[config.mk]
export PLATFORM = sky130hd
export DESIGN_NAME = deque_with_sorting_insert
export DESIGN_NICKNAME = d
export VERILOG_FILES = /design/src/design/dwsi_pkg.sv /design/src/design/dwsi_cell.sv /design/src/design/deque_with_sorting_insert.sv
export SDC_FILE = /design/constraint.sdc
export NUM_CORES = 2
export LEC_CHECK = 0
export BUFFER_PORTS_ARGS = -buffer_cell sky130_fd_sc_hd__buf_2
export CAP_MARGIN = 20
export CELL_PAD_IN_SITES_DETAIL_PLACEMENT = 1
export CELL_PAD_IN_SITES_GLOBAL_PLACEMENT = 1
export CORE_MARGIN = 1
export CORE_UTILIZATION = 47
export DETAILED_ROUTE_END_ITERATION = 6
export PLACE_DENSITY = 0.85
export SYNTH_ARGS = -nofsm -noshare
export SYNTH_HDL_FRONTEND = slang
export SYNTH_SLANG_ARGS = --single-unit
[constraint.sdc]
create_clock -name clk -period 4.9 [get_ports clk]
set_input_delay 1.47 -clock clk [delete_from_list [all_inputs] [get_ports clk]]
set_output_delay 1.47 -clock clk [all_outputs]
set_load 0.03 [all_outputs]
[src/design/dwsi_pkg.sv]
// Package with the request codes, status codes and cell control types of the deque.
package dwsi_pkg;

    localparam logic [2:0] KIND_PUSH_FRONT  = 3'd0;
    localparam logic [2:0] KIND_PUSH_BACK   = 3'd1;
    localparam logic [2:0] KIND_POP_FRONT   = 3'd2;
    localparam logic [2:0] KIND_POP_BACK    = 3'd3;
    localparam logic [2:0] KIND_SORT_INSERT = 3'd4;
    localparam logic [2:0] KIND_QUERY       = 3'd5;

    localparam logic [1:0] STATUS_DONE      = 2'd0;
    localparam logic [1:0] STATUS_EMPTY_POP = 2'd1;
    localparam logic [1:0] STATUS_FULL_PUSH = 2'd2;

    typedef enum logic [2:0] {
        CELL_HOLD,
        CELL_SHIFT_UP,
        CELL_SHIFT_DOWN,
        CELL_LOAD,
        CELL_SORT
    } cell_op_t;

    typedef struct packed {
        cell_op_t op;
        logic     phase;
    } cell_ctrl_t;

endpackage

[src/design/dwsi_cell.sv]
// One storage cell of the deque, with shift, load and compare-exchange with its neighbors.
module dwsi_cell #(
    parameter int INDEX = 0,
    parameter int CW    = 5
) (
    input  logic                clk,
    input  dwsi_pkg::cell_ctrl_t ctrl,
    input  logic [CW-1:0]       count,
    input  logic signed [31:0]  value,
    input  logic signed [31:0]  left_data,
    input  logic signed [31:0]  right_data,
    output logic signed [31:0]  data
);

    localparam logic        PARITY   = 1'(INDEX % 2);
    localparam logic        HAS_LEFT = (INDEX > 0);
    localparam logic [CW:0] POS      = (CW+1)'(INDEX);
    localparam logic [CW:0] POS_UP   = (CW+1)'(INDEX + 1);

    logic signed [31:0] data_reg;
    logic signed [31:0] data_next;
    logic               left_pair_on;
    logic               right_pair_on;

    assign left_pair_on  = (PARITY == ctrl.phase) && ({1'b0, count} > POS_UP);
    assign right_pair_on = HAS_LEFT && (PARITY != ctrl.phase) && ({1'b0, count} > POS);

    always_comb
    begin
        data_next = data_reg;
        case (ctrl.op)
            dwsi_pkg::CELL_HOLD:
            begin
                data_next = data_reg;
            end
            dwsi_pkg::CELL_SHIFT_UP:
            begin
                data_next = HAS_LEFT ? left_data : value;
            end
            dwsi_pkg::CELL_SHIFT_DOWN:
            begin
                data_next = right_data;
            end
            dwsi_pkg::CELL_LOAD:
            begin
                if (count == CW'(INDEX))
                begin
                    data_next = value;
                end
            end
            dwsi_pkg::CELL_SORT:
            begin
                if (left_pair_on && (right_data < data_reg))
                begin
                    data_next = right_data;
                end
                else if (right_pair_on && (data_reg < left_data))
                begin
                    data_next = left_data;
                end
            end
            default:
            begin
                data_next = data_reg;
            end
        endcase
    end

    always_ff @(posedge clk)
    begin
        data_reg <= data_next;
    end

    assign data = data_reg;

endmodule

[src/design/deque_with_sorting_insert.sv]
// Top level of the bounded double-ended queue with a sorting insert.
//
//  channel   | handshake        | payload
//  ----------+------------------+-------------------------------------------------
//  request   | start, busy      | kind, value
//  result    | done             | popped_value, popped_valid, entry_count,
//            |                  | empty_flag, status
//
// Pushes, pops and queries show their result in the next cycle, when a new request may also follow.
// A sorting insert first appends the value at the back and then runs one odd-even transposition
// phase per stored entry in the row of cells, with busy high until the last phase.
// The result shows in the cycle after the last step and cannot be held off by the receiver.
// Reset clears the entry count and the controller; the cell contents are not cleared.
module deque_with_sorting_insert #(
    parameter int DEPTH = 16
) (
    input  logic               clk,
    input  logic               rst_n,
    input  logic               start,
    output logic               busy,
    input  logic [2:0]         kind,
    input  logic signed [31:0] value,
    output logic               done,
    output logic signed [31:0] popped_value,
    output logic               popped_valid,
    output logic [4:0]         entry_count,
    output logic               empty_flag,
    output logic [1:0]         status
);

    localparam int CW = $clog2(DEPTH + 1);
    localparam int IW = $clog2(DEPTH);

    typedef enum logic {
        ST_IDLE,
        ST_SORT
    } state_t;

    state_t             state_reg, state_next;
    logic [CW-1:0]      count_reg, count_next;
    logic [CW-1:0]      pass_reg, pass_next;
    logic               done_reg, done_next;
    logic signed [31:0] popped_value_reg, popped_value_next;
    logic               popped_valid_reg, popped_valid_next;
    logic [4:0]         entry_count_reg, entry_count_next;
    logic               empty_flag_reg, empty_flag_next;
    logic [1:0]         status_reg, status_next;

    dwsi_pkg::cell_ctrl_t cell_ctrl;
    logic signed [31:0]   cell_data [DEPTH];
    logic                 accept;
    logic                 full;
    logic                 empty;
    logic [CW-1:0]        count_m1;
    logic [IW-1:0]        back_idx;

    assign accept   = start && (state_reg == ST_IDLE);
    assign full     = (count_reg == CW'(DEPTH));
    assign empty    = (count_reg == '0);
    assign count_m1 = count_reg - 1'b1;
    assign back_idx = count_m1[IW-1:0];

    for (genvar i = 0; i < DEPTH; i++)
    begin : g_cell
        logic signed [31:0] left_in;
        logic signed [31:0] right_in;

        if (i == 0)
        begin : g_first
            assign left_in = '0;
        end
        else
        begin : g_mid_left
            assign left_in = cell_data[i-1];
        end

        if (i == DEPTH - 1)
        begin : g_last
            assign right_in = '0;
        end
        else
        begin : g_mid_right
            assign right_in = cell_data[i+1];
        end

        dwsi_cell #(
            .INDEX (i),
            .CW    (CW)
        ) u_cell (
            .clk        (clk),
            .ctrl       (cell_ctrl),
            .count      (count_reg),
            .value      (value),
            .left_data  (left_in),
            .right_data (right_in),
            .data       (cell_data[i])
        );
    end

    always_comb
    begin
        state_next        = state_reg;
        count_next        = count_reg;
        pass_next         = pass_reg;
        done_next         = 1'b0;
        popped_value_next = '0;
        popped_valid_next = 1'b0;
        status_next       = dwsi_pkg::STATUS_DONE;
        cell_ctrl.op      = dwsi_pkg::CELL_HOLD;
        cell_ctrl.phase   = pass_reg[0];

        case (state_reg)
            ST_IDLE:
            begin
                if (accept)
                begin
                    done_next = 1'b1;
                    case (kind)
                        dwsi_pkg::KIND_PUSH_FRONT:
                        begin
                            if (full)
                            begin
                                status_next = dwsi_pkg::STATUS_FULL_PUSH;
                            end
                            else
                            begin
                                cell_ctrl.op = dwsi_pkg::CELL_SHIFT_UP;
                                count_next   = count_reg + 1'b1;
                            end
                        end
                        dwsi_pkg::KIND_PUSH_BACK:
                        begin
                            if (full)
                            begin
                                status_next = dwsi_pkg::STATUS_FULL_PUSH;
                            end
                            else
                            begin
                                cell_ctrl.op = dwsi_pkg::CELL_LOAD;
                                count_next   = count_reg + 1'b1;
                            end
                        end
                        dwsi_pkg::KIND_SORT_INSERT:
                        begin
                            if (full)
                            begin
                                status_next = dwsi_pkg::STATUS_FULL_PUSH;
                            end
                            else
                            begin
                                cell_ctrl.op = dwsi_pkg::CELL_LOAD;
                                count_next   = count_reg + 1'b1;
                                pass_next    = '0;
                                done_next    = 1'b0;
                                state_next   = ST_SORT;
                            end
                        end
                        dwsi_pkg::KIND_POP_FRONT:
                        begin
                            if (empty)
                            begin
                                status_next = dwsi_pkg::STATUS_EMPTY_POP;
                            end
                            else
                            begin
                                popped_value_next = cell_data[0];
                                popped_valid_next = 1'b1;
                                cell_ctrl.op      = dwsi_pkg::CELL_SHIFT_DOWN;
                                count_next        = count_m1;
                            end
                        end
                        dwsi_pkg::KIND_POP_BACK:
                        begin
                            if (empty)
                            begin
                                status_next = dwsi_pkg::STATUS_EMPTY_POP;
                            end
                            else
                            begin
                                popped_value_next = cell_data[back_idx];
                                popped_valid_next = 1'b1;
                                count_next        = count_m1;
                            end
                        end
                        default:
                        begin
                            status_next = dwsi_pkg::STATUS_DONE;
                        end
                    endcase
                end
            end
            ST_SORT:
            begin
                cell_ctrl.op = dwsi_pkg::CELL_SORT;
                pass_next    = pass_reg + 1'b1;
                if (pass_reg == count_m1)
                begin
                    done_next  = 1'b1;
                    state_next = ST_IDLE;
                end
            end
            default:
            begin
                state_next = ST_IDLE;
            end
        endcase

        entry_count_next = 5'(count_next);
        empty_flag_next  = (count_next == '0);
    end

    always_ff @(posedge clk or negedge rst_n)
    begin
        if (!rst_n)
        begin
            state_reg        <= ST_IDLE;
            count_reg        <= '0;
            pass_reg         <= '0;
            done_reg         <= 1'b0;
            popped_value_reg <= '0;
            popped_valid_reg <= 1'b0;
            entry_count_reg  <= '0;
            empty_flag_reg   <= 1'b1;
            status_reg       <= dwsi_pkg::STATUS_DONE;
        end
        else
        begin
            state_reg        <= state_next;
            count_reg        <= count_next;
            pass_reg         <= pass_next;
            done_reg         <= done_next;
            popped_value_reg <= popped_value_next;
            popped_valid_reg <= popped_valid_next;
            entry_count_reg  <= entry_count_next;
            empty_flag_reg   <= empty_flag_next;
            status_reg       <= status_next;
        end
    end

    assign busy         = (state_reg == ST_SORT);
    assign done         = done_reg;
    assign popped_value = popped_value_reg;
    assign popped_valid = popped_valid_reg;
    assign entry_count  = entry_count_reg;
    assign empty_flag   = empty_flag_reg;
    assign status       = status_reg;

endmodule

==> results.md <==
- Critical path peak fanout: 31
- Height of the die: between 300 and 400 um
- CTS buffer count: 72
- CP Data Required Time: approximately 5200 ps
- Utilization after layout: 52.3%
- Syn nets: around 5,300
- Half-perimeter wire length after detailed placement: between 100 and 150 mm
- Sequential fraction of the synthesis area: around a third
- Startpoint class of the critical path: register
- Input/output buffers: 80
- Largest register FFs: between 500 and 600
- Largest net degree at the start of global routing: approximately 140
- Buffer type at the clock tree root: sky130_fd_sc_hd__clkbuf_16
- Number of flops mapped to enable cells by yosys: 512
- DR pass1 iterations: 6
- Count of final setup violators: 0
- Worst Max-Slew Pin Slew: between 1000 and 1500 ps
- TritonCTS sink count: 560
- Hold-fix buffers, CTS: 0
- Crit path DAT: approximately 5100 ps
- Leading post-synthesis cells by instance count: sky130_fd_sc_hd__edfxtp_1 (512), sky130_fd_sc_hd__inv_1 (488), sky130_fd_sc_hd__ha_1 (471), sky130_fd_sc_hd__o21ai_0 (377), sky130_fd_sc_hd__a21oi_1 (320)
- Maximum buffer depth of the clock tree: 3
- Clock period minus worst slack: roughly 4800 ps
- Initial Util: between 40% and 50%
- Post-Syn Area: ~0.047 mm2
- Top cell type's share of synthesized area: 32.6%
- Final hold violations: 0
- Routed vias/inst: between 7 and 8
- CTS tree: yes
- Worst Hold Class: register to register
- Worst skew pair latency: ~650 ps
- Ratio of cells with drive above 1 in the final layout: 14.4%
- Number of setup buffers added after CTS: 0
- Headroom to the max-slew limit: 16.6%
- Accumulated negative setup slack: 0 ps
- Number of placement rows: ~120
- Worst hold-check slack: roughly 530 ps
- Die Outline Area: ~0.10 mm2
- Main flop type after synthesis: sky130_fd_sc_hd__edfxtp_1
- Synth area leader: sky130_fd_sc_hd__edfxtp_1
- Growth of design area from synthesis to finish: 9.61%
- GRT Resource Usage Total: between 30% and 40%
- RSZ-0062 raised after global routing: false
- Post_cts resized: 0
- Cell count after synthesis: approximately 4,800
- Routed length per placed instance: between 30 and 40 um
- Tcrit/Tclk final: 97.9%
- Mean post-synth cell area: 9.92 um2
- Post-detailed-route count of antenna-violating nets: 0
- Asr flop ratio synth: around 8.6%
- # Max-Cap Violations: 0
- Worst-case clock skew: around 36 ps
- Vias after detailed routing: ~45,000
- Starting DRC count in detailed routing: roughly 6,400
- Count of unique library cells instantiated by Yosys: 95
- Timing-limited maximum frequency: between 200 and 250 MHz
- Synthesis Warnings: 0
- H-tree Lvls: 3
- Slew Limit Fails: 0
- Leading post-synthesis cells by cell area: sky130_fd_sc_hd__edfxtp_1 (33%), sky130_fd_sc_hd__ha_1 (13%), sky130_fd_sc_hd__mux4_2 (7.6%), sky130_fd_sc_hd__o21ai_0 (4.0%), sky130_fd_sc_hd__inv_1 (3.9%)
- Combined flip-flop and latch cell area: about 0.017 mm2
- Global-route wire length before repair: 292 mm
- Run status: finished clean
- Wirelength, routed: ~200 mm
- Number of DRC violations after detailed routing: 0
- Register bit count reported by yosys: 560
- Number of antenna violations at the first check in global routing: 15
- Total overflow reported by the global router: 0
- Placer Congestion: 0.956
- Most instantiated library cell after synthesis: sky130_fd_sc_hd__edfxtp_1
- Worst setup path class: register to register
- Clock Pin Slew Worst Setup and Hold Paths: ~60 ps
- Top-level I/O count: 81
- Number of nets in the layout: roughly 5,200
- Floorplan core area: just under 0.1 mm2
- Width of the die: 319 um
- Footprint of the multi-input gates: 0.0277 mm2
- Vias in the first global route: 44,600
- Critical Path End Type: register
- # fillers: approximately 11,000
[cell families (layout without fill, tap and decap cells)]
kind of cell             Yosys count  in the layout  synth area share, %
buffers and inverters            849            828                 7.13
multiplexers                     259            259                 9.84
XOR/XNOR                          14             14                0.260
AO/OA/AOI/OAI                   1756           1756                 26.3
adder cells (fa/ha/maj)          471            471                 12.5
flip-flops                       560            560                 35.2
other                              0              5                    0
AND/OR/NAND/NOR                  842            842                 8.81
[cell usage in the layout (no fill, tap or decap), types with 112 or more instances in the layout]
cell / synthesis / final
sky130_fd_sc_hd__a31oi_1: 127 / 125
sky130_fd_sc_hd__nor2_1: 185 / 181
sky130_fd_sc_hd__nand2_1: 263 / 260
sky130_fd_sc_hd__a221o_1: 160 / 160
sky130_fd_sc_hd__ha_1: 471 / 470
sky130_fd_sc_hd__o221ai_1: 113 / 113
sky130_fd_sc_hd__o21ai_0: 377 / 377
sky130_fd_sc_hd__edfxtp_1: 512 / 512
sky130_fd_sc_hd__buf_4: 4 / 112
sky130_fd_sc_hd__inv_1: 488 / 487
sky130_fd_sc_hd__a21oi_1: 320 / 318
sky130_fd_sc_hd__mux4_2: 160 / 160
[path summary, 6_finish.rpt]
check	from	endpoint	slack, ps	cells after the start
min in group asynchronous	rst_n	status[0]	900	1
max	entry_count[3]	g_cell[3].u_cell.data[29]	100	10
max reg2reg	entry_count[3]	g_cell[3].u_cell.data[29]	100	10
min reg2reg	pass_reg[4]	pass_reg[4]	530	1
min	pass_reg[4]	pass_reg[4]	530	1
max in group asynchronous	rst_n	popped_value[7]	3120	2
[critical path, cell delays in order, from the launching register on]
cell,delay [ps]
sky130_fd_sc_hd__dfrtp_1,340
sky130_fd_sc_hd__buf_4,250
sky130_fd_sc_hd__or2_0,410
sky130_fd_sc_hd__o21ai_0,560
sky130_fd_sc_hd__a211oi_1,370
sky130_fd_sc_hd__o221ai_1,350
sky130_fd_sc_hd__a311oi_1,1030
sky130_fd_sc_hd__or2_2,320
sky130_fd_sc_hd__buf_4,450
sky130_fd_sc_hd__and3_1,240
sky130_fd_sc_hd__o221ai_1,140
[routing by layer]
metal,track usage [%],share of wire (%),vias to the layer above,wire length [um]
met3,10.5,13,404,26500
met2,56.0,43,3131,84400
met1,52.2,40,22800,78100
met5,0,0.020,-,39
met4,15.6,4.1,6,8040
li1,-,-,18600,-
[per-stage QoR]
stage               std cells  setup slack, ps  cell area, um2
detailed placement       5891              439           49400
global route             6020              300           51700
global placement         5890              108           49300
CTS                      6017              401           51700
floorplan                4751             -931           47200
finish                   6022              104           51700
[layout make-up]
class / instances / share of cell area (%)
Clock buffer: 98 / 3.94
Inverter: 488 / 3.55
Clock inverter: 28 / 0.460
Timing Repair Buffer: 214 / 3.27
Multi-Input combinational cell: 3342 / 53.6
Tap cell: 1287 / 3.12
Sequential cell: 560 / 32.1
Antenna cell: 5 / 0.0242
Power is left out: the tool's default activity adds up to more than one toggle a clock period on the data nets, which glitch-free logic cannot reach.
